===== src/rtl/plt_pkg.sv =====
// ----------------------------------------------------------------------------
// plt_pkg
// Types, token codes and the keyword table of the Pascal-like tokenizer.
// ----------------------------------------------------------------------------
`timescale 1ns / 1ps

package plt_pkg;

    localparam int KEYWORD_MAX_LEN_DEF = 10;
    localparam int FRACTION_DIGITS_DEF = 9;
    localparam int VALUE_WIDTH_DEF     = 32;

    localparam int KW_COUNT = 49;
    localparam int KW_CHARS = 10;

    // Token codes
    localparam logic [6:0] TOK_IDENT  = 7'd0;
    localparam logic [6:0] TOK_NUMB   = 7'd1;
    localparam logic [6:0] TOK_NUMBR  = 7'd2;
    localparam logic [6:0] TOK_STRING = 7'd3;
    localparam logic [6:0] TOK_PLUS   = 7'd5;
    localparam logic [6:0] TOK_MINUS  = 7'd6;
    localparam logic [6:0] TOK_STAR   = 7'd7;
    localparam logic [6:0] TOK_SLASH  = 7'd8;
    localparam logic [6:0] TOK_LT     = 7'd9;
    localparam logic [6:0] TOK_LE     = 7'd10;
    localparam logic [6:0] TOK_GT     = 7'd11;
    localparam logic [6:0] TOK_GE     = 7'd12;
    localparam logic [6:0] TOK_ASSIGN = 7'd13;
    localparam logic [6:0] TOK_DOT    = 7'd14;
    localparam logic [6:0] TOK_EOI    = 7'd29;
    localparam logic [6:0] TOK_ERR    = 7'd30;
    localparam logic [6:0] TOK_COMMA  = 7'd52;
    localparam logic [6:0] TOK_EQ     = 7'd53;
    localparam logic [6:0] TOK_LPAREN = 7'd54;
    localparam logic [6:0] TOK_RPAREN = 7'd55;
    localparam logic [6:0] TOK_COLON  = 7'd56;
    localparam logic [6:0] TOK_RBRACK = 7'd59;
    localparam logic [6:0] TOK_LBRACK = 7'd60;
    localparam logic [6:0] TOK_NE     = 7'd70;

    // Error codes
    localparam logic [2:0] ERR_NONE        = 3'd0;
    localparam logic [2:0] ERR_BAD_CHAR    = 3'd1;
    localparam logic [2:0] ERR_EOF_COMMENT = 3'd2;
    localparam logic [2:0] ERR_BAD_CESC    = 3'd3;
    localparam logic [2:0] ERR_BAD_DIGIT   = 3'd4;
    localparam logic [2:0] ERR_REAL_BASE   = 3'd5;
    localparam logic [2:0] ERR_OPEN_STRING = 3'd6;

    typedef enum logic [3:0] {
        MODE_IDLE, MODE_COMMENT, MODE_CESC, MODE_IDENT, MODE_NUMBER, MODE_REAL,
        MODE_DOT, MODE_LESS, MODE_GREATER, MODE_COLON, MODE_STRING, MODE_SESC
    } scan_mode_t;

    typedef enum logic [1:0] {
        BASE_OCT, BASE_DEC, BASE_HEX
    } base_t;

    typedef struct packed {
        logic [7:0] in_byte;
        logic       end_of_input;
    } plt_in_t;

    typedef struct packed {
        logic        is_text;
        logic [7:0]  text_char;
        logic [6:0]  token_type;
        logic [31:0] int_value;
        logic [29:0] frac_value;
        logic [3:0]  frac_digits;
        logic [2:0]  error_code;
        logic        last;
    } plt_out_t;

    // Keyword spelling, first character in the highest used byte
    localparam logic [KW_CHARS*8-1:0] KW_WORD [KW_COUNT] = '{
        "if", "then", "else", "for", "do", "while", "var", "program", "uses",
        "const", "function", "begin", "end", "procedure", "and", "div", "file",
        "forward", "in", "exit", "of", "type", "label", "or", "repeat", "until",
        "downto", "mod", "packed", "set", "declare", "info", "assert", "case",
        "check", "get", "goto", "nil", "not", "to", "with", "integer", "real",
        "character", "boolean", "enumerator", "array", "pointer", "distinct"
    };

    localparam logic [3:0] KW_LEN [KW_COUNT] = '{
        4'd2, 4'd4, 4'd4, 4'd3, 4'd2, 4'd5, 4'd3, 4'd7, 4'd4,
        4'd5, 4'd8, 4'd5, 4'd3, 4'd9, 4'd3, 4'd3, 4'd4,
        4'd7, 4'd2, 4'd4, 4'd2, 4'd4, 4'd5, 4'd2, 4'd6, 4'd5,
        4'd6, 4'd3, 4'd6, 4'd3, 4'd7, 4'd4, 4'd6, 4'd4,
        4'd5, 4'd3, 4'd4, 4'd3, 4'd3, 4'd2, 4'd4, 4'd7, 4'd4,
        4'd9, 4'd7, 4'd10, 4'd5, 4'd7, 4'd8
    };

    localparam logic [6:0] KW_CODE [KW_COUNT] = '{
        7'd16, 7'd17, 7'd18, 7'd19, 7'd20, 7'd21, 7'd31, 7'd22, 7'd23,
        7'd24, 7'd25, 7'd26, 7'd27, 7'd28, 7'd32, 7'd33, 7'd34,
        7'd69, 7'd35, 7'd71, 7'd36, 7'd37, 7'd38, 7'd39, 7'd40, 7'd41,
        7'd42, 7'd43, 7'd44, 7'd45, 7'd73, 7'd72, 7'd74, 7'd46,
        7'd75, 7'd76, 7'd47, 7'd48, 7'd49, 7'd50, 7'd51, 7'd61, 7'd62,
        7'd63, 7'd64, 7'd65, 7'd67, 7'd68, 7'd77
    };

    // Match the held identifier against all keywords in parallel.
    // chars holds character j at bits [8j+7:8j].
    function automatic logic [6:0] kw_lookup(input logic [KW_CHARS*8-1:0] chars,
                                             input logic [4:0] len);
        logic [6:0] code;
        logic       hit;
        int         k;
        code = TOK_IDENT;
        for (int i = 0; i < KW_COUNT; i++)
        begin
            hit = ({1'b0, KW_LEN[i]} == len);
            for (int j = 0; j < KW_CHARS; j++)
            begin
                k = int'(KW_LEN[i]) - 1 - j;
                if (k >= 0)
                begin
                    if (chars[8*j +: 8] != KW_WORD[i][8*k +: 8])
                    begin
                        hit = 1'b0;
                    end
                end
            end
            if (hit)
            begin
                code = KW_CODE[i];
            end
        end
        return code;
    endfunction

endpackage


===== src/rtl/plt_scan.sv =====
// ----------------------------------------------------------------------------
// plt_scan
// Scanner state and the single-pass step that turns one item into up to two
// results.
// ----------------------------------------------------------------------------
`timescale 1ns / 1ps

module plt_scan
    import plt_pkg::*;
#(
    parameter int KEYWORD_MAX_LEN = KEYWORD_MAX_LEN_DEF,
    parameter int FRACTION_DIGITS = FRACTION_DIGITS_DEF,
    parameter int VALUE_WIDTH     = VALUE_WIDTH_DEF
)
(
    input  logic     clk,
    input  logic     rst_n,
    input  logic     fire,
    input  plt_in_t  item,
    output plt_out_t res0,
    output plt_out_t res1,
    output logic [1:0] res_count
);

    localparam int LW = $clog2(KEYWORD_MAX_LEN + 2);
    localparam int IW = $clog2(KEYWORD_MAX_LEN);
    localparam int VW = VALUE_WIDTH;

    scan_mode_t  mode_reg, mode_next;
    base_t       base_reg, base_next;
    logic [VW-1:0] value_reg, value_next;
    logic [29:0] frac_reg, frac_next;
    logic [3:0]  fcnt_reg, fcnt_next;
    logic [LW-1:0] len_reg, len_next;
    logic        quote_reg, quote_next;
    logic [7:0]  kw_buf_reg [KEYWORD_MAX_LEN];

    logic          buf_we;
    logic [IW-1:0] buf_wa;

    logic [7:0] c;
    logic       e;
    logic       is_let, is_dig;
    logic [5:0] digit;
    logic [4:0] radix;
    logic [VW+4:0] wide;
    logic [33:0] frac_wide;
    logic [29:0] frac_add;
    logic [3:0]  fcnt_add;
    logic [KW_CHARS*8-1:0] kw_chars;
    logic [6:0] kw_code;

    scan_mode_t idle_mode;
    logic       idle_emit;
    plt_out_t   idle_res;
    logic       idle_quote_we, idle_quote;
    logic       idle_ident, idle_num;
    base_t      idle_base;
    logic [VW-1:0] idle_value;

    logic     p_v, p2_v, go_idle;
    plt_out_t p_res, p2_res;
    logic     v0, v1;

    function automatic plt_out_t mk_tok(input logic [6:0] t);
        plt_out_t r;
        r = '0;
        r.token_type = t;
        return r;
    endfunction

    function automatic plt_out_t mk_text(input logic [6:0] t, input logic [7:0] ch);
        plt_out_t r;
        r = '0;
        r.is_text    = 1'b1;
        r.text_char  = ch;
        r.token_type = t;
        return r;
    endfunction

    function automatic plt_out_t mk_err(input logic [2:0] code);
        plt_out_t r;
        r = '0;
        r.token_type = TOK_ERR;
        r.error_code = code;
        return r;
    endfunction

    assign c = item.in_byte;
    assign e = item.end_of_input;

    // Classify the character and its digit value
    assign is_let = (c >= "A" && c <= "Z") || (c >= "a" && c <= "z") || (c == "_");
    assign is_dig = (c >= "0" && c <= "9");

    always_comb
    begin
        if (c >= "a")
        begin
            digit = 6'(c - 8'd87);
        end
        else if (c >= "A")
        begin
            digit = 6'(c - 8'd55);
        end
        else
        begin
            digit = 6'(c - "0");
        end
    end

    always_comb
    begin
        unique case (base_reg)
            BASE_OCT: radix = 5'd8;
            BASE_HEX: radix = 5'd16;
            default:  radix = 5'd10;
        endcase
    end

    // Accumulate one digit: shifts and adds for the three radixes
    always_comb
    begin
        unique case (base_reg)
            BASE_OCT: wide = {value_reg, 3'b000} + (VW+5)'(digit);
            BASE_HEX: wide = {1'b0, value_reg, 4'b0000} + (VW+5)'(digit);
            default:  wide = {1'b0, value_reg, 4'b0000} - {2'b00, value_reg, 3'b000}
                             + {4'b0000, value_reg, 1'b0} + (VW+5)'(digit);
        endcase
    end

    // Fraction digit, kept only while below the digit limit
    assign frac_wide = {1'b0, frac_reg, 3'b000} + {3'b000, frac_reg, 1'b0} + 34'(c - "0");
    always_comb
    begin
        if (32'(fcnt_reg) < FRACTION_DIGITS)
        begin
            frac_add = frac_wide[29:0];
            fcnt_add = fcnt_reg + 4'd1;
        end
        else
        begin
            frac_add = frac_reg;
            fcnt_add = fcnt_reg;
        end
    end

    // Keyword match on the held identifier
    always_comb
    begin
        for (int j = 0; j < KW_CHARS; j++)
        begin
            kw_chars[8*j +: 8] = kw_buf_reg[j];
        end
    end
    assign kw_code = (32'(len_reg) > KEYWORD_MAX_LEN) ? TOK_IDENT
                   : kw_lookup(kw_chars, 5'(len_reg));

    // Scan from the idle mode
    always_comb
    begin
        idle_mode     = MODE_IDLE;
        idle_emit     = 1'b0;
        idle_res      = '0;
        idle_quote_we = 1'b0;
        idle_quote    = 1'b0;
        idle_ident    = 1'b0;
        idle_num      = 1'b0;
        idle_base     = BASE_DEC;
        idle_value    = '0;
        if (e)
        begin
            idle_emit = 1'b1;
            idle_res  = mk_tok(TOK_EOI);
        end
        else
        begin
            case (c)
                "{": idle_mode = MODE_COMMENT;
                "[":
                begin
                    idle_emit = 1'b1;
                    idle_res  = mk_tok(TOK_LBRACK);
                end
                "]":
                begin
                    idle_emit = 1'b1;
                    idle_res  = mk_tok(TOK_RBRACK);
                end
                "&":
                begin
                    idle_num  = 1'b1;
                    idle_base = BASE_OCT;
                    idle_mode = MODE_NUMBER;
                end
                "$":
                begin
                    idle_num  = 1'b1;
                    idle_base = BASE_HEX;
                    idle_mode = MODE_NUMBER;
                end
                "(":
                begin
                    idle_emit = 1'b1;
                    idle_res  = mk_tok(TOK_LPAREN);
                end
                ")":
                begin
                    idle_emit = 1'b1;
                    idle_res  = mk_tok(TOK_RPAREN);
                end
                "+":
                begin
                    idle_emit = 1'b1;
                    idle_res  = mk_tok(TOK_PLUS);
                end
                "-":
                begin
                    idle_emit = 1'b1;
                    idle_res  = mk_tok(TOK_MINUS);
                end
                "*":
                begin
                    idle_emit = 1'b1;
                    idle_res  = mk_tok(TOK_STAR);
                end
                "/":
                begin
                    idle_emit = 1'b1;
                    idle_res  = mk_tok(TOK_SLASH);
                end
                ",":
                begin
                    idle_emit = 1'b1;
                    idle_res  = mk_tok(TOK_COMMA);
                end
                "=":
                begin
                    idle_emit = 1'b1;
                    idle_res  = mk_tok(TOK_EQ);
                end
                "<": idle_mode = MODE_LESS;
                ">": idle_mode = MODE_GREATER;
                ":": idle_mode = MODE_COLON;
                ".": idle_mode = MODE_DOT;
                "'":
                begin
                    idle_quote_we = 1'b1;
                    idle_quote    = 1'b0;
                    idle_mode     = MODE_STRING;
                end
                "\"":
                begin
                    idle_quote_we = 1'b1;
                    idle_quote    = 1'b1;
                    idle_mode     = MODE_STRING;
                end
                default:
                begin
                    if (is_let)
                    begin
                        idle_ident = 1'b1;
                        idle_emit  = 1'b1;
                        idle_res   = mk_text(TOK_IDENT, c);
                        idle_mode  = MODE_IDENT;
                    end
                    else if (is_dig)
                    begin
                        idle_num   = 1'b1;
                        idle_value = VW'(c - "0");
                        idle_mode  = MODE_NUMBER;
                    end
                    else if (c <= 8'd32 || c == "|" || c == ";")
                    begin
                        idle_mode = MODE_IDLE;
                    end
                    else
                    begin
                        idle_emit = 1'b1;
                        idle_res  = mk_err(ERR_BAD_CHAR);
                    end
                end
            endcase
        end
    end

    // Next state and results for the current mode
    always_comb
    begin
        mode_next  = mode_reg;
        base_next  = base_reg;
        value_next = value_reg;
        frac_next  = frac_reg;
        fcnt_next  = fcnt_reg;
        len_next   = len_reg;
        quote_next = quote_reg;
        buf_we     = 1'b0;
        buf_wa     = len_reg[IW-1:0];
        p_v        = 1'b0;
        p_res      = '0;
        p2_v       = 1'b0;
        p2_res     = '0;
        go_idle    = 1'b0;

        unique case (mode_reg)
            MODE_COMMENT:
            begin
                if (e)
                begin
                    p_v = 1'b1; p_res = mk_err(ERR_EOF_COMMENT); mode_next = MODE_IDLE;
                end
                else if (c == "}")
                begin
                    mode_next = MODE_IDLE;
                end
                else if (c == "\\")
                begin
                    mode_next = MODE_CESC;
                end
            end
            MODE_CESC:
            begin
                if (!e && (c == "}" || c == "\\"))
                begin
                    mode_next = MODE_COMMENT;
                end
                else
                begin
                    p_v = 1'b1; p_res = mk_err(ERR_BAD_CESC); mode_next = MODE_IDLE;
                end
            end
            MODE_IDENT:
            begin
                if (!e && (is_let || is_dig))
                begin
                    buf_we = (32'(len_reg) < KEYWORD_MAX_LEN);
                    if (32'(len_reg) <= KEYWORD_MAX_LEN)
                    begin
                        len_next = len_reg + LW'(1);
                    end
                    p_v   = 1'b1;
                    p_res = mk_text(TOK_IDENT, c);
                end
                else
                begin
                    p_v     = 1'b1;
                    p_res   = mk_tok(kw_code);
                    go_idle = 1'b1;
                end
            end
            MODE_NUMBER:
            begin
                if (!e && c == ".")
                begin
                    if (base_reg != BASE_DEC)
                    begin
                        p_v = 1'b1; p_res = mk_err(ERR_REAL_BASE); mode_next = MODE_IDLE;
                    end
                    else
                    begin
                        frac_next = '0; fcnt_next = '0; mode_next = MODE_REAL;
                    end
                end
                else if (!e && (is_let || is_dig))
                begin
                    if ({1'b0, digit} >= {2'b00, radix})
                    begin
                        p_v = 1'b1; p_res = mk_err(ERR_BAD_DIGIT); mode_next = MODE_IDLE;
                    end
                    else if (wide[VW+4:VW] != '0)
                    begin
                        value_next = '1;
                    end
                    else
                    begin
                        value_next = wide[VW-1:0];
                    end
                end
                else
                begin
                    p_v             = 1'b1;
                    p_res           = mk_tok(TOK_NUMB);
                    p_res.int_value = 32'(value_reg);
                    go_idle         = 1'b1;
                end
            end
            MODE_REAL:
            begin
                if (!e && is_dig)
                begin
                    frac_next = frac_add; fcnt_next = fcnt_add;
                end
                else
                begin
                    p_v               = 1'b1;
                    p_res             = mk_tok(TOK_NUMBR);
                    p_res.int_value   = 32'(value_reg);
                    p_res.frac_value  = frac_reg;
                    p_res.frac_digits = fcnt_reg;
                    go_idle           = 1'b1;
                end
            end
            MODE_DOT:
            begin
                if (!e && is_dig)
                begin
                    value_next = '0;
                    base_next  = BASE_DEC;
                    frac_next  = 30'(c - "0");
                    fcnt_next  = 4'd1;
                    mode_next  = MODE_REAL;
                end
                else
                begin
                    p_v = 1'b1; p_res = mk_tok(TOK_DOT); go_idle = 1'b1;
                end
            end
            MODE_LESS:
            begin
                p_v = 1'b1;
                if (!e && c == "=")
                begin
                    p_res = mk_tok(TOK_LE); mode_next = MODE_IDLE;
                end
                else if (!e && c == ">")
                begin
                    p_res = mk_tok(TOK_NE); mode_next = MODE_IDLE;
                end
                else
                begin
                    p_res = mk_tok(TOK_LT); go_idle = 1'b1;
                end
            end
            MODE_GREATER:
            begin
                p_v = 1'b1;
                if (!e && c == "=")
                begin
                    p_res = mk_tok(TOK_GE); mode_next = MODE_IDLE;
                end
                else
                begin
                    p_res = mk_tok(TOK_GT); go_idle = 1'b1;
                end
            end
            MODE_COLON:
            begin
                p_v = 1'b1;
                if (!e && c == "=")
                begin
                    p_res = mk_tok(TOK_ASSIGN); mode_next = MODE_IDLE;
                end
                else
                begin
                    p_res = mk_tok(TOK_COLON); go_idle = 1'b1;
                end
            end
            MODE_STRING:
            begin
                if (e)
                begin
                    p_v = 1'b1; p_res = mk_err(ERR_OPEN_STRING); mode_next = MODE_IDLE;
                end
                else if (c == "\\")
                begin
                    mode_next = MODE_SESC;
                end
                else if (c == (quote_reg ? 8'h22 : 8'h27))
                begin
                    p_v = 1'b1; p_res = mk_tok(TOK_STRING); mode_next = MODE_IDLE;
                end
                else
                begin
                    p_v = 1'b1; p_res = mk_text(TOK_STRING, c);
                end
            end
            MODE_SESC:
            begin
                p_v = 1'b1;
                if (e)
                begin
                    p_res = mk_err(ERR_OPEN_STRING); mode_next = MODE_IDLE;
                end
                else
                begin
                    mode_next = MODE_STRING;
                    case (c)
                        "\\", "\"": p_res = mk_text(TOK_STRING, c);
                        "n":        p_res = mk_text(TOK_STRING, 8'd10);
                        "r":        p_res = mk_text(TOK_STRING, 8'd13);
                        "t":        p_res = mk_text(TOK_STRING, 8'd9);
                        "b":        p_res = mk_text(TOK_STRING, 8'd8);
                        default:
                        begin
                            p_res  = mk_text(TOK_STRING, "\\");
                            p2_v   = 1'b1;
                            p2_res = mk_text(TOK_STRING, c);
                        end
                    endcase
                end
            end
            default: go_idle = 1'b1;
        endcase

        // Rescan the unconsumed character from idle
        if (go_idle)
        begin
            mode_next = idle_mode;
            if (idle_quote_we)
            begin
                quote_next = idle_quote;
            end
            if (idle_ident)
            begin
                len_next = LW'(1);
                buf_we   = 1'b1;
                buf_wa   = '0;
            end
            if (idle_num)
            begin
                base_next  = idle_base;
                value_next = idle_value;
                frac_next  = '0;
                fcnt_next  = '0;
            end
        end
    end

    // Pack results into slots and mark the last one
    assign v0 = p_v || (go_idle && idle_emit);
    assign v1 = p2_v || (p_v && go_idle && idle_emit);

    always_comb
    begin
        res0 = p_v ? p_res : idle_res;
        res1 = p2_v ? p2_res : idle_res;
        res0.last = !v1;
        res1.last = 1'b1;
        res_count = {1'b0, v0} + {1'b0, v1};
    end

    // Advance scanner state on each processed item
    always_ff @(posedge clk or negedge rst_n)
    begin
        if (!rst_n)
        begin
            mode_reg  <= MODE_IDLE;
            base_reg  <= BASE_DEC;
            value_reg <= '0;
            frac_reg  <= '0;
            fcnt_reg  <= '0;
            len_reg   <= '0;
            quote_reg <= 1'b0;
        end
        else if (fire)
        begin
            mode_reg  <= mode_next;
            base_reg  <= base_next;
            value_reg <= value_next;
            frac_reg  <= frac_next;
            fcnt_reg  <= fcnt_next;
            len_reg   <= len_next;
            quote_reg <= quote_next;
        end
    end

    // Hold identifier characters for the keyword match
    always_ff @(posedge clk)
    begin
        if (fire && buf_we)
        begin
            kw_buf_reg[buf_wa] <= c;
        end
    end

endmodule


===== src/rtl/plt_fifo.sv =====
// ----------------------------------------------------------------------------
// plt_fifo
// Four-entry result queue: takes up to two results a cycle, gives one per pop.
// ----------------------------------------------------------------------------
`timescale 1ns / 1ps

module plt_fifo
    import plt_pkg::*;
(
    input  logic       clk,
    input  logic       rst_n,
    input  logic [1:0] push_count,
    input  plt_out_t   push0,
    input  plt_out_t   push1,
    input  logic       pop,
    output logic       head_valid,
    output plt_out_t   head,
    output logic       room
);

    plt_out_t   mem_reg [4];
    logic [1:0] wr_ptr_reg, rd_ptr_reg;
    logic [2:0] count_reg;
    logic       pop_ok;

    assign head_valid = (count_reg != 3'd0);
    assign head       = mem_reg[rd_ptr_reg];
    assign room       = (count_reg <= 3'd2);
    assign pop_ok     = pop && head_valid;

    // Store pushed results
    always_ff @(posedge clk)
    begin
        if (push_count != 2'd0)
        begin
            mem_reg[wr_ptr_reg] <= push0;
        end
        if (push_count == 2'd2)
        begin
            mem_reg[wr_ptr_reg + 2'd1] <= push1;
        end
    end

    // Advance pointers and count
    always_ff @(posedge clk or negedge rst_n)
    begin
        if (!rst_n)
        begin
            wr_ptr_reg <= '0;
            rd_ptr_reg <= '0;
            count_reg  <= '0;
        end
        else
        begin
            wr_ptr_reg <= wr_ptr_reg + push_count;
            rd_ptr_reg <= rd_ptr_reg + {1'b0, pop_ok};
            count_reg  <= count_reg + {1'b0, push_count} - {2'b00, pop_ok};
        end
    end

endmodule


===== src/rtl/pascal_like_tokenizer_top.sv =====
// ----------------------------------------------------------------------------
// pascal_like_tokenizer_top
// Streaming tokenizer for a Pascal-like language, one source byte per item.
// ----------------------------------------------------------------------------
//   channel | direction | handshake             | payload
//   src     | in        | src_valid / src_ready | plt_in_t  (in_byte, end_of_input)
//   tok     | out       | tok_valid / tok_ready | plt_out_t (text or token result)
//
// One source item is processed per cycle from the input register while the
// queue has room; results land in a four-entry queue that drains one result
// a cycle while tok_ready is high. An item that yields two results leaves
// the queue one at a time, so the drain sets the rate at one result per cycle.
// An accepted item is held in the input register until its results are queued.
// Reset puts the scanner idle; the keyword buffer is left unreset.
// Processing stalls while the queue holds more than two results.
`timescale 1ns / 1ps

module pascal_like_tokenizer_top
    import plt_pkg::*;
#(
    parameter int KEYWORD_MAX_LEN = KEYWORD_MAX_LEN_DEF,
    parameter int FRACTION_DIGITS = FRACTION_DIGITS_DEF,
    parameter int VALUE_WIDTH     = VALUE_WIDTH_DEF
)
(
    input  logic     clk,
    input  logic     rst_n,
    input  logic     src_valid,
    output logic     src_ready,
    input  plt_in_t  src_item,
    output logic     tok_valid,
    input  logic     tok_ready,
    output plt_out_t tok_item
);

    logic       hold_valid_reg;
    plt_in_t    hold_item_reg;
    logic       room;
    logic       fire;
    plt_out_t   res0, res1;
    logic [1:0] res_count;

    assign fire      = hold_valid_reg && room;
    assign src_ready = !hold_valid_reg || fire;

    // Hold the accepted item until it is processed
    always_ff @(posedge clk or negedge rst_n)
    begin
        if (!rst_n)
        begin
            hold_valid_reg <= 1'b0;
        end
        else if (src_ready)
        begin
            hold_valid_reg <= src_valid;
        end
    end

    always_ff @(posedge clk)
    begin
        if (src_valid && src_ready)
        begin
            hold_item_reg <= src_item;
        end
    end

    plt_scan #(
        .KEYWORD_MAX_LEN (KEYWORD_MAX_LEN),
        .FRACTION_DIGITS (FRACTION_DIGITS),
        .VALUE_WIDTH     (VALUE_WIDTH)
    ) u_scan (
        .clk       (clk),
        .rst_n     (rst_n),
        .fire      (fire),
        .item      (hold_item_reg),
        .res0      (res0),
        .res1      (res1),
        .res_count (res_count)
    );

    plt_fifo u_fifo (
        .clk        (clk),
        .rst_n      (rst_n),
        .push_count (fire ? res_count : 2'd0),
        .push0      (res0),
        .push1      (res1),
        .pop        (tok_ready),
        .head_valid (tok_valid),
        .head       (tok_item),
        .room       (room)
    );

endmodule


===== config.mk =====
export PLATFORM = sky130hd
export DESIGN_NAME = pascal_like_tokenizer_top
export DESIGN_NICKNAME = d
export VERILOG_FILES = /design/src/rtl/plt_pkg.sv /design/src/rtl/plt_scan.sv /design/src/rtl/plt_fifo.sv /design/src/rtl/pascal_like_tokenizer_top.sv
export SDC_FILE = /design/constraint.sdc
export NUM_CORES = 2
export LEC_CHECK = 0
export ABC_AREA = 1
export BUFFER_PORTS_ARGS = -buffer_cell sky130_fd_sc_hd__buf_2
export CAP_MARGIN = 20
export CORE_MARGIN = 3
export CORE_UTILIZATION = 58
export DETAILED_ROUTE_END_ITERATION = 6
export PLACE_DENSITY = 0.78
export SYNTH_ARGS = -nofsm -noshare
export SYNTH_HDL_FRONTEND = slang
export SYNTH_SLANG_ARGS = --single-unit

===== constraint.sdc =====
create_clock -name clk -period 6 [get_ports clk]
set_input_delay 1.5 -clock clk [delete_from_list [all_inputs] [get_ports clk]]
set_output_delay 1.5 -clock clk [all_outputs]
set_load 0.005 [all_outputs]

### After elaboration in Yosys (flattened, before gate mapping)

Memories as Yosys holds them, arrays and structs flattened.
Cells that the tools add are included.

| word-level totals | value |
|---|---|
| bits in registers | 94 |
| bits in writable memories | 424 |
| bits of input ports | 13 |
| output and inout bits | 88 |
| logic and storage cells | 674 |
| memories | 2 |

Memory list:

| name | words | bits a word | read ports | clocked after Yosys merged registers in | wr ports | line | RTL |
|---|---|---|---|---|---|---|---|
| u_fifo.mem_reg | 4 | 86 | 1 | 0 | 2 | plt_fifo.sv:21 | `plt_out_t mem_reg [4];` |
| u_scan.kw_buf_reg | 10 | 8 | 10 | 0 | 1 | plt_scan.sv:36 | `logic [7:0] kw_buf_reg [KEYWORD_MAX_LEN];` |

| cells by class | value |
|---|---|
| add/subtract/negate cells | 21 |
| order comparisons | 13 |
| equal/unequal tests | 161 |
| mux-type cells | 417 |
| reductions and logical operators | 47 |

Operators with widths:

| kind | count |
|---|---|
| one-hot mux 86 bit (11 select lines) | 2 |
| 2-to-1 mux 86 bit | 15 |
| != test 8 x 7 -> 1 bit, second input constant | 102 |
| 2-to-1 mux 75 bit | 6 |
| one-hot mux 85 bit (5 select lines) | 1 |
| 2-to-1 mux 32 bit | 11 |
| 2-to-1 mux 1 bit | 266 |
| 2-to-1 mux 7 bit | 33 |
| 2-to-1 mux 30 bit | 7 |
| == test 8 x 6 -> 1 bit, second input constant | 17 |
| 2-to-1 mux 4 bit | 31 |
| one-hot mux 30 bit (3 select lines) | 1 |
| == test 8 x 7 -> 1 bit, second input constant | 11 |
| 2-to-1 mux 77 bit | 1 |
| 2-to-1 mux 76 bit | 1 |
| 2-to-1 mux 74 bit | 1 |
| one-hot mux 37 bit (2 select lines) | 1 |
| 2-to-1 mux 73 bit | 1 |
| 2-to-1 mux 72 bit | 1 |
| 2-to-1 mux 5 bit | 14 |
| one-hot mux 32 bit (2 select lines) | 1 |
| one-hot mux 4 bit (8 select lines) | 2 |
| adder 30 bit | 2 |
| adder 36 x 6 -> 37 bit | 1 |
| 62 further kinds | 130 |

### Logic depth before layout (Yosys ltp)

An unclocked memory read counts as a cell.

| depth | value |
|---|---|
| depth in word-level cells | 58 |
| gate-level depth with buffers | 37 |
| depth with buffers taken out | 36 |

### By module

Synthesis repeated with hierarchy kept, for this count alone.

| second synthesis, totals | value |
|---|---|
| cells, all modules | 4920 |
| area, all modules | 37802.5 um2 |

Modules (own cells, without submodules):

| module | instances | cells an instance | area an instance (um2) | sequential area each (um2) |
|---|---|---|---|---|
| plt_scan | 1 | 3069 | 20263.2 | 4330.4 |
| plt_fifo | 1 | 1830 | 17199.0 | 10505.1 |
| pascal_like_tokenizer_top | 1 | 21 | 340.3 | 295.3 |

### Worst setup path before layout

OpenSTA, ideal clock, no wires.

| timing | value |
|---|---|
| kind | flip-flop to flip-flop |
| start | register hold_item_reg[5] in the netlist's numbering |
| end | register u_scan.frac_reg[25] |
| library setup time | 0.132 ns |
| arrival | 5.556 ns |
| data required time | 5.868 ns |
| setup slack | 0.313 ns |
| stages on the path, launching flop included | 19 |
| buffers on the path | 0 |
| clock period less this slack | 5.687 ns |
| cells stage by stage | edfxtp_1 ha_1 nor2_1 fa_1 ha_1 inv_1 nor3_1 nand3_1 nand3_1 a21oi_1 o21ai_0 nand3_1 nand2_1 a21oi_1 or2_2 nand3_1 o211ai_1 o211ai_1 o21ai_0 |

| on the way | value |
|---|---|
| cells in the longest elaborated chain, start to end | 10 |
| elaborated cells between the ends (all ways) | 60 |
| classes of those cells | add/sub: 3; order compare: 6; eq/ne: 20; mux: 18; reduce/logical: 13 |

RTL lines:

| item | line | RTL |
|---|---|---|
| start, declared | pascal_like_tokenizer_top.sv:37 | `plt_in_t hold_item_reg;` |
| start signal, assigned | pascal_like_tokenizer_top.sv:63 | `hold_item_reg <= src_item;` |
| parallel branches: the longest is 9 deep, another holds adder 30 bit | -- |  |
| 2-to-1 mux 30 bit * | plt_scan.sv:506 | `if (go_idle)` |
| end signal, assigned | plt_scan.sv:560 | `frac_reg <= frac_next;` |
| end, declared | plt_scan.sv:32 | `logic [29:0] frac_reg, frac_next;` |

Mark *: on every way between the ends.
A chain may end at the register's enable or synchronous reset.

==> metrics.md <==
| Metric | Value |
|---|---|
| Status | finished, final reports clean |
| TNS Setup | 0 ns |
| Number of clock sinks | 518 |
| Total gr overflow | 0 |
| Clock Tree Buf Depth | 3 |
| Core box area | 57900 um2 |
| Clock Pin Slew Worst Setup and Hold Paths | 0.07 ns |
| Post-Syn Nets | 4976 |
| Row cnt | 88 |
| Sequential cell area fraction in the yosys report | 0.361 |
| Top post-synthesis cells by area | dfxtp_1 16%, edfxtp_1 13%, nand2_1 11%, o21ai_0 9.8%, dfrtp_1 6.2% |
| Area share of the largest cell type after synthesis | 0.164 |
| Post-synth top flop | dfxtp_1 |
| Synth async-reset ratio | 0.164 |
| Reg2Reg Depth | 28 |
| Hold_ws | 0.453 ns |
| Yosys warning total | 0 |
| Mapped Cells | 4740 |
| Post-Syn Area | 34100 um2 |
| Levels on crit path | 28 |
| Hold_buf cts | 0 |
| Tot Pwr | 24.4 mW |
| Leakage | 15.7 nW |
| DPL Wire Length | 87.0 mm |
| Most frequent cell after synthesis | nand2_1 |
| First-pass GRT wire length | 188 mm |
| Relative slew slack | 0.268 |
| Post-CTS Setup Bufs | 0 |
| Synth cell count leaders | 990 x nand2_1, 669 x o21ai_0, 541 x nor2_1 |
| R2R Path Start | hold_item_reg[2] |
| Core occupancy in the finished layout | 0.644 |
| Antenna violations before repair | 7 |
| Vias in the first global route | 32500 |
| Vias per cell | 6.21 |
| Drc violations | 0 |
| Starting DRT DRC Count | 4022 |
| Worst setup path endpoint | u_fifo.mem_reg[2][53] |
| Antenna-violating nets left | 0 |
| Total track usage | 0.380 |
| I/O Pins | 101 |
| Cts bufs inserted | 54 |
| DR top layer | met5 |
| Met3 WL | 12.1 mm |
| Maximum VDD drop | 841 uV |
| Die width | 249 um |
| Met1 wire length | 49.7 mm |
| Slowest stage delay, CP | 0.55 ns |
| Final Max Slew Viols | 0 |
| Library cells used by synthesis | 76 |
| Die H | 249 um |
| Worst r2r dst | u_fifo.mem_reg[2][53] |
| Worst path required time | 6.47 ns |
| First-pass DRT Iterations | 7 |
| WS Path Type | reg -> reg |
| Final setup fails | 0 |
| Clk Latency, worst-skew pair | 0.64 ns |
| Routed wire length | 121 mm |
| Period utilisation layout | 0.935 |
| Worst hold path class | reg -> reg |
| Post-synthesis register bit count | 518 |
| H-tree levels | 2 |
| Final hold violations | 0 |
| Crit-path slowest cell | nor3_4 |
| Largest net degree at the start of global routing | 174 |
| CTS tree | done |
| Clk_skew | 0.0262 ns |
| Final #Nets | 5029 |
| Mapped Avg Cell Area | 7.20 um2 |
| Layout cells sized above 1 | 0.0878 |
| Reg2reg setup slack | 0.39 ns |
| Synth area leader | dfxtp_1 |
| Post-layout min period | 5.61 ns |
| Filler cell count | 5223 |
| Number of synthesized flops with an enable pin | 153 |
| Detailed-routed wire length on met2 | 52.7 mm |
| Startpoint Class | register |
| CP Capture Type | register |
| RSZ-0062 raised after global routing | true |
| WL/cell | 21.6 um |
| Worst-path maximum fanout | 69 |
| Port bufs | 100 |
| Maximum clock rate | 0.178 GHz |
| Post-CTS Resized | 1 |
| Initial core utilization | 0.589 |
| Max reg flops | 344 |
| Worst Tran Pin Value | 1.09 ns |
| Synth-to-Final Area Change | 9.42% |
| CP Data Arrival Time | 6.09 ns |
| Crit path launch | hold_item_reg[2] |
| Root Buffer | clkbuf_16 |
| Crit-path leading delay family | simple AND/OR/NAND/NOR gates |
| Die footprint | 61800 um2 |
| CP bufs+invs | 8 |
| GPL Wtd Cong | 1.04 |
| Vias | 34800 |
| MaxCap Viol Count | 0 |
| PwrDens | 654 nW/um2 |
[cell families (layout without fill, tap and decap cells)]
logic type	Yosys count	after routing	synth area share
other	0	6	0
flip-flops	518	518	0.361
AND/OR/NAND/NOR	2087	2087	0.265
XOR/XNOR	30	30	0.00770
adder cells (fa/ha/maj)	223	223	0.0957
buffers and inverters	711	809	0.0810
AO/OA/AOI/OAI	1171	1171	0.189
[through the flow]
step	setup slack, ns	instance area, um2	instances
3_5_place_dp	0.0796	35400	5500
5_1_grt	-0.0304	37300	5608
3_3_place_gp	0.267	35400	5500
6_report	0.388	37300	5609
4_1_cts	0.0857	37200	5601
2_1_floorplan	0.313	34100	4740
[worst min-delay path by stage]
stage / start / to / depth (start not counted)
3_3_place_gp: u_fifo.mem_reg[1][47] / u_fifo.mem_reg[1][47] / 2
5_1_grt: u_fifo.mem_reg[1][54] / u_fifo.mem_reg[1][54] / 2
2_1_floorplan: u_fifo.mem_reg[1][10] / u_fifo.mem_reg[1][10] / 2
3_5_place_dp: u_fifo.mem_reg[2][44] / u_fifo.mem_reg[2][44] / 2
6_report: u_fifo.mem_reg[1][28] / u_fifo.mem_reg[1][28] / 2
4_1_cts: u_fifo.mem_reg[2][7] / u_fifo.mem_reg[2][7] / 2
[layer usage]
metal	vias to the layer above	global-route usage
met4	2	0.184
met2	1992	0.582
li1	16100	-
met3	428	0.0591
met5	-	0
met1	16300	0.528
[placed cells by master, fill, tap and decap left out, types with 19 or more instances in the layout]
cell type,n
edfxtp_1,153
nand2_1,989
fa_1,63
inv_1,477
o211ai_1,33
o22ai_1,121
xor2_1,21
o21ai_1,40
a21oi_1,192
nand3_1,234
nand2_2,19
dfxtp_1,280
inv_2,41
o21ai_0,667
dfrtp_1,82
clkbuf_16,55
buf_4,75
buf_2,99
ha_1,160
nand4_1,74
nor2_1,540
nor3_1,97
nor4_1,44
[power breakdown]
part | internal, mW | switching, mW
clock network | 1.91 | 1.49
logic | 5.14 | 11.1
registers | 4.16 | 0.658
[area by class of cell]
cell class,instances,area (um2),area share
Antenna cell,6,15.0,0.000402
Clock buffer,79,1560,0.0417
Clock inverter,22,238,0.00637
Inverter,527,1990,0.0533
Multi-Input combinational cell,3511,19100,0.511
Sequential cell,518,12300,0.330
Tap cell,765,957,0.0256
Timing Repair Buffer,181,1180,0.0315
[worst reg2reg max path: cells and delay by family (launching register included)]
family | cells | cell delay (ns)
compound gates | 2 | 0.23
xor+xnor | 1 | 0.21
fa+ha+maj | 3 | 0.74
buf+inv | 8 | 1.20
flops | 1 | 0.43
simple gates | 14 | 2.64
No activity file was read; power rests on OpenSTA's default activity.
